$ cat config.mk
export PLATFORM = sky130hd
export DESIGN_NAME = togvf_ctrl
export DESIGN_NICKNAME = d
export VERILOG_FILES = /design/src/rtl/togvf_pkg.sv /design/src/rtl/togvf_ctrl.sv
export SDC_FILE = /design/constraint.sdc
export NUM_CORES = 1
export LEC_CHECK = 0
export BUFFER_PORTS_ARGS = -buffer_cell sky130_fd_sc_hd__buf_2
export CAP_MARGIN = 20
export CORE_MARGIN = 4
export CORE_UTILIZATION = 50
export DETAILED_ROUTE_END_ITERATION = 16
export HOLD_SLACK_MARGIN = 0.05
export PLACE_DENSITY_LB_ADDON = 0.3
export SYNTH_ARGS = -nofsm -noshare
export SYNTH_HDL_FRONTEND = slang
export SYNTH_SLANG_ARGS = --single-unit
$ cat constraint.sdc
create_clock -name clk -period 1.95 [get_ports clk]
set_input_delay 0.4875 -clock clk [delete_from_list [all_inputs] [get_ports clk]]
set_output_delay 0.4875 -clock clk [all_outputs]
set_load 0.02 [all_outputs]
$ cat src/rtl/togvf_pkg.sv
// shared constants, command codes and controller/datapath interface types
package togvf_pkg;

  localparam int POS_W     = 24;
  localparam int TIME_W    = 48;
  localparam int VEL_W     = 32;
  localparam int CNT_W     = 8;
  localparam int CFG_W     = 17;
  localparam int CFG_IDX_W = 3;
  localparam int DT_W      = 20;
  localparam int MUL_W     = 33;
  localparam int PROD_W    = 2 * MUL_W;
  localparam int DIV_W     = 52;
  localparam int DEN_W     = 20;
  localparam int DIV_STEPS = 4;
  localparam int DIV_CYCLES = DIV_W / DIV_STEPS;

  localparam logic [DEN_W-1:0] US_PER_S  = 20'd1000000;
  localparam logic [16:0]      ALPHA_ONE = 17'd65536;

  // register indexes
  localparam logic [CFG_IDX_W-1:0] REG_MARGIN  = 3'd0;
  localparam logic [CFG_IDX_W-1:0] REG_SPEED   = 3'd1;
  localparam logic [CFG_IDX_W-1:0] REG_LIMIT   = 3'd2;
  localparam logic [CFG_IDX_W-1:0] REG_ALPHA   = 3'd3;
  localparam logic [CFG_IDX_W-1:0] REG_PREDICT = 3'd4;

  // datapath commands
  localparam logic [4:0] OP_NONE      = 5'd0;
  localparam logic [4:0] OP_LOAD      = 5'd1;
  localparam logic [4:0] OP_DT        = 5'd2;
  localparam logic [4:0] OP_AGE       = 5'd3;
  localparam logic [4:0] OP_PMUL      = 5'd4;
  localparam logic [4:0] OP_DIV_PRED  = 5'd5;
  localparam logic [4:0] OP_PDIFF     = 5'd6;
  localparam logic [4:0] OP_SQ        = 5'd7;
  localparam logic [4:0] OP_SQACC     = 5'd8;
  localparam logic [4:0] OP_AMUL      = 5'd9;
  localparam logic [4:0] OP_DIV_ALLOW = 5'd10;
  localparam logic [4:0] OP_ASET      = 5'd11;
  localparam logic [4:0] OP_ASQ       = 5'd12;
  localparam logic [4:0] OP_REJECT    = 5'd13;
  localparam logic [4:0] OP_VZERO     = 5'd14;
  localparam logic [4:0] OP_RMUL      = 5'd15;
  localparam logic [4:0] OP_DIV_RAW   = 5'd16;
  localparam logic [4:0] OP_RSET      = 5'd17;
  localparam logic [4:0] OP_ALO       = 5'd18;
  localparam logic [4:0] OP_AHI       = 5'd19;
  localparam logic [4:0] OP_AOLD      = 5'd20;
  localparam logic [4:0] OP_ASUM      = 5'd21;
  localparam logic [4:0] OP_VSET      = 5'd22;
  localparam logic [4:0] OP_ACCEPT    = 5'd23;
  localparam logic [4:0] OP_OUT       = 5'd24;

  typedef struct packed {
    logic [4:0] op;
    logic [1:0] axis;
  } dp_cmd_t;

  typedef struct packed {
    logic ignore;
    logic first;
    logic long_gap;
    logic outlier;
    logic below_limit;
    logic div_busy;
  } dp_status_t;

endpackage

$ cat src/rtl/togvf_ctrl.sv
// controller: sequences the datapath for one word and runs both handshakes
module togvf_ctrl import togvf_pkg::*; (
  input  logic       clk,
  input  logic       rst,
  input  logic       in_valid,
  output logic       in_ready,
  output logic       out_valid,
  input  logic       out_ready,
  input  dp_status_t status,
  output dp_cmd_t    cmd
);

  localparam logic [4:0] S_IDLE   = 5'd0;
  localparam logic [4:0] S_DT     = 5'd1;
  localparam logic [4:0] S_DECIDE = 5'd2;
  localparam logic [4:0] S_PMUL   = 5'd3;
  localparam logic [4:0] S_PDIV   = 5'd4;
  localparam logic [4:0] S_PWAIT  = 5'd5;
  localparam logic [4:0] S_PDIFF  = 5'd6;
  localparam logic [4:0] S_SQ     = 5'd7;
  localparam logic [4:0] S_SQACC  = 5'd8;
  localparam logic [4:0] S_AMUL   = 5'd9;
  localparam logic [4:0] S_ADIV   = 5'd10;
  localparam logic [4:0] S_AWAIT  = 5'd11;
  localparam logic [4:0] S_ASET   = 5'd12;
  localparam logic [4:0] S_ASQ    = 5'd13;
  localparam logic [4:0] S_CMP    = 5'd14;
  localparam logic [4:0] S_RMUL   = 5'd15;
  localparam logic [4:0] S_RDIV   = 5'd16;
  localparam logic [4:0] S_RWAIT  = 5'd17;
  localparam logic [4:0] S_RSET   = 5'd18;
  localparam logic [4:0] S_ALO    = 5'd19;
  localparam logic [4:0] S_AHI    = 5'd20;
  localparam logic [4:0] S_AOLD   = 5'd21;
  localparam logic [4:0] S_ASUM   = 5'd22;
  localparam logic [4:0] S_VSET   = 5'd23;
  localparam logic [4:0] S_ACCEPT = 5'd24;
  localparam logic [4:0] S_OUT    = 5'd25;

  logic [4:0] state;
  logic [4:0] state_next;
  logic [1:0] axis;
  logic [1:0] axis_next;
  logic       out_valid_next;
  logic       out_load;

  assign in_ready = (state == S_IDLE);
  assign out_load = (state == S_OUT) && (!out_valid || out_ready);

  always_comb begin
    state_next = state;
    axis_next  = axis;
    cmd.op     = OP_NONE;
    cmd.axis   = axis;
    unique case (state)
      S_IDLE: begin
        if (in_valid) begin
          cmd.op     = OP_LOAD;
          state_next = S_DT;
        end
      end
      S_DT: begin
        cmd.op     = OP_DT;
        state_next = S_DECIDE;
      end
      S_DECIDE: begin
        cmd.op    = OP_AGE;
        axis_next = 2'd0;
        priority if (status.ignore) state_next = S_OUT;
        else if (status.first || status.long_gap) state_next = S_ACCEPT;
        else state_next = S_PMUL;
      end
      S_PMUL: begin
        cmd.op     = OP_PMUL;
        state_next = S_PDIV;
      end
      S_PDIV: begin
        cmd.op     = OP_DIV_PRED;
        state_next = S_PWAIT;
      end
      S_PWAIT: if (!status.div_busy) state_next = S_PDIFF;
      S_PDIFF: begin
        cmd.op     = OP_PDIFF;
        state_next = S_SQ;
      end
      S_SQ: begin
        cmd.op     = OP_SQ;
        state_next = S_SQACC;
      end
      S_SQACC: begin
        cmd.op = OP_SQACC;
        if (axis == 2'd2) begin
          axis_next  = 2'd0;
          state_next = S_AMUL;
        end else begin
          axis_next  = axis + 1'b1;
          state_next = S_PMUL;
        end
      end
      S_AMUL: begin
        cmd.op     = OP_AMUL;
        state_next = S_ADIV;
      end
      S_ADIV: begin
        cmd.op     = OP_DIV_ALLOW;
        state_next = S_AWAIT;
      end
      S_AWAIT: if (!status.div_busy) state_next = S_ASET;
      S_ASET: begin
        cmd.op     = OP_ASET;
        state_next = S_ASQ;
      end
      S_ASQ: begin
        cmd.op     = OP_ASQ;
        state_next = S_CMP;
      end
      S_CMP: begin
        priority if (status.outlier && status.below_limit) begin
          cmd.op     = OP_REJECT;
          state_next = S_OUT;
        end else if (status.outlier) begin
          cmd.op     = OP_VZERO;
          state_next = S_ACCEPT;
        end else begin
          state_next = S_RMUL;
        end
      end
      S_RMUL: begin
        cmd.op     = OP_RMUL;
        state_next = S_RDIV;
      end
      S_RDIV: begin
        cmd.op     = OP_DIV_RAW;
        state_next = S_RWAIT;
      end
      S_RWAIT: if (!status.div_busy) state_next = S_RSET;
      S_RSET: begin
        cmd.op     = OP_RSET;
        state_next = S_ALO;
      end
      S_ALO: begin
        cmd.op     = OP_ALO;
        state_next = S_AHI;
      end
      S_AHI: begin
        cmd.op     = OP_AHI;
        state_next = S_AOLD;
      end
      S_AOLD: begin
        cmd.op     = OP_AOLD;
        state_next = S_ASUM;
      end
      S_ASUM: begin
        cmd.op     = OP_ASUM;
        state_next = S_VSET;
      end
      S_VSET: begin
        cmd.op = OP_VSET;
        if (axis == 2'd2) begin
          state_next = S_ACCEPT;
        end else begin
          axis_next  = axis + 1'b1;
          state_next = S_RMUL;
        end
      end
      S_ACCEPT: begin
        cmd.op     = OP_ACCEPT;
        state_next = S_OUT;
      end
      S_OUT: begin
        if (out_load) begin
          cmd.op     = OP_OUT;
          state_next = S_IDLE;
        end
      end
      default: state_next = S_IDLE;
    endcase
  end

  always_comb begin
    out_valid_next = out_valid;
    if (out_ready) out_valid_next = 1'b0;
    if (out_load) out_valid_next = 1'b1;
  end

  always_ff @(posedge clk) begin
    if (rst) begin
      state     <= S_IDLE;
      axis      <= 2'd0;
      out_valid <= 1'b0;
    end else begin
      state     <= state_next;
      axis      <= axis_next;
      out_valid <= out_valid_next;
    end
  end

endmodule

==> results.json <==
{
  "ys.flop_type": "dfxtp_1",
  "synthXorXnorAreaFrac_pct": 0.845,
  "overflow": 0,
  "ff_latch_area_um2": 171,
  "vias": 1395,
  "synth_top_area_cell": "dfxtp_1",
  "grt_usage_pct": 24.1,
  "cp-start-kind": "flip-flop",
  "synth_top_family_by_area": "simple AND/OR/NAND/NOR gates",
  "fp.dieArea_mm2": 0.00286,
  "path_class": "reg -> out",
  "use_met2_pct": 40.8,
  "cp_max_fo": 10,
  "synth_common_cells": "nor2_1 (17), nand2_1 (14), a21oi_1 (11)",
  "synth_cell_type_count": 44,
  "required_ns": 1.46,
  "use_met3_pct": 5.07,
  "hp-class": "in -> reg",
  "initial_core_util_pct": 52.8,
  "drtPass1Iterations": 4,
  "max_stage_delay_ns": 0.41,
  "finalHoldViolCount": 0,
  "drive_gt1_share_pct": 35.6,
  "wl_per_cell_um": 16.6,
  "slew_violations": 0,
  "diodes": 0,
  "critPathArrivalTime_ns": 1.58,
  "worst_pin_slew_ns": 0.372,
  "final_net_count": 203,
  "syn_nets": 169,
  "grt_pass1_vias": 1178,
  "areaGrowthSynthToFinish_pct": 39.9,
  "fmax_ghz": 0.484,
  "drc": 0,
  "stdcell_count": 215,
  "ant_nets": 0,
  "synth.area.top_cells": "dfxtp_1 (15%), nor2_1 (6.2%), a21oi_1 (5.3%)",
  "yosysSeqAreaShare_pct": 15.5,
  "htree_levels": 1,
  "ys_warn_count": 0,
  "crit_chain": "buf_4 > xor2_1 > a21oi_1 > nor2_1 > o31a_1 > buf_6",
  "path_buf_inv": 2,
  "place_ws_ns": 0.0573,
  "synth.most_common_cell": "nor2_1",
  "gp_congestion": 0.908,
  "slowest_stage": "dfxtp_2",
  "placed_cells": 205,
  "clkTransAtPathRegs_ns": 0.05,
  "synth.area.mux_share_pct": 2.90,
  "maxCapViolCount": 0,
  "grt_setup_unrepaired": "yes",
  "synth_async_sr_flop_share_pct": 0,
  "io_pins": 19,
  "fillers": 154,
  "syn-mean-instance-area_um2": 6.64,
  "synthAdderAreaFrac_pct": 3.62,
  "hold_buffers": 0,
  "synth_edf_count": 0,
  "antenna_found_initial": 0,
  "clock_path_buffers": 2,
  "failed_checks": "setup timing",
  "ys_seq_elements": 8,
  "grt_max_degree": 19,
  "cp-end-kind": "output port",
  "path_delay_family": "flip-flops",
  "fp.dieW_um": 53.5,
  "initialDrtViolationCount": 99,
  "synth-compound-area-share_pct": 33.9,
  "hpwl_mm": 2.34,
  "fin_crit_sh_pct": 106,
  "use_met1_pct": 29.7,
  "finalCriticalPeriod_ns": 2.07,
  "cts_tree": "built",
  "gr-max-usage-layer": "met2",
  "row_count": 16,
  "cts_inserted_buffers": 3,
  "die_h_um": 53.5,
  "clock_sinks": 8,
  "leakage_nw": 0.593,
  "synth_top_area_share_pct": 15.5,
  "root_buffer": "clkbuf_4",
  "setup_viol": 5,
  "multi_input_area_um2": 848,
  "p_per_area_mw_per_mm2": 1540,
  "core-area_mm2": 0.00196,
  "hold_slack_ns": 0.498,
  "slew_headroom_pct": 75.0,
  "outcome": "finished with violations",
  "grt_pass1_wl_mm": 5.10,
  "setup_slack_ns": -0.116,
  "syn_inst": 156,
  "yosys.area_share.simple_pct": 35.6,
  "routed_wl_mm": 3.56,
  "syn-cell-area_mm2": 0.00104,
  "routed_via_density": 6.49,
  "vdd_ir_drop_max_uv": 873,
  "clkLatencyLatePin_ns": 0.25,
  "skew_ns": 0.000303,
  "io_buffer_count": 18
}
-- worst register-to-register path, stage by stage (launching register included) --
cell,delay [ns]
dfxtp_4,0.36
buf_12,0.13
buf_4,0.15
nor3b_1,0.16
nand4_1,0.14
nand3_2,0.14
or4_4,0.54
o32ai_1,0.15
-- cell families (layout without fill, tap and decap cells) --
logic type | Yosys count | in the layout
AOI/OAI and AO/OA | 53 | 53
xor gates and xnor gates | 1 | 1
adders and majority gates | 3 | 3
buffers and inverters | 18 | 50
DFF | 8 | 8
muxes | 3 | 3
and+or+nand+nor | 70 | 70
-- sequential cells by signal, indices dropped and copies added (netlist names) --
signal and count:
state 5, axis 2, out_valid 1
-- layout make-up --
cell class,instances,area share [%]
Multi-Input combinational cell,130,58.5
Timing Repair Buffer,42,24.4
Sequential cell,8,11.8
Tap cell,27,2.33
Clock buffer,3,1.55
Inverter,5,1.30
-- path summary, 6_finish.rpt --
check | from | endpoint | slack, ns | cells past startpoint
worst max-delay path | state[4] | cmd[3] | -0.12 | 6
worst min-delay path | rst | axis[0] | 0.50 | 2
worst max register to register | state[1] | state[3] | 0.08 | 7
worst min register to register | axis[1] | axis[1] | 0.55 | 2
-- placed cells by master (no fill, tap or decap), drive strengths merged, types with 5 or more instances in the layout --
cell	instances
a21oi	11
buf	40
dfxtp	8
inv	5
nand2	14
nand2b	6
nand3	5
nor2	17
nor3	7
o21ai	11
-- report_power, final --
part	switching (W)	total (W)	internal (W)
Sequential	0.000116	0.000341	0.000224
Clock	0.0000537	0.000124	0.0000702
Combinational	0.000914	0.00177	0.000854
Total	0.00108	0.00223	0.00115
-- per-stage QoR --
stage,utilization (%),cell area (um^2),power (W),setup TNS [ns]
after CTS,68.8,1350,0.00204,-0.302
after global routing,73.9,1450,0.00237,-0.634
after floorplan,-,1050,0.00131,0
final,73.9,1450,0.00223,-0.244
after detailed placement,63.8,1250,0.00177,0
after global placement,63.8,1250,0.00173,0
-- repair_timing --
action                     4_1_cts  5_1_grt
pin swaps                        1        5
setup buffers                    1        4
setup endpoints to repair        6        6
cloned                           1        1
resized for setup               13       14
-- per-layer routing --
layer	wire, um	share of wire, %
met1	1440	40
met2	1660	47
met3	335	9.4
met4	125	3.5
met5	0	0
(Power assumes the default switching activity.)
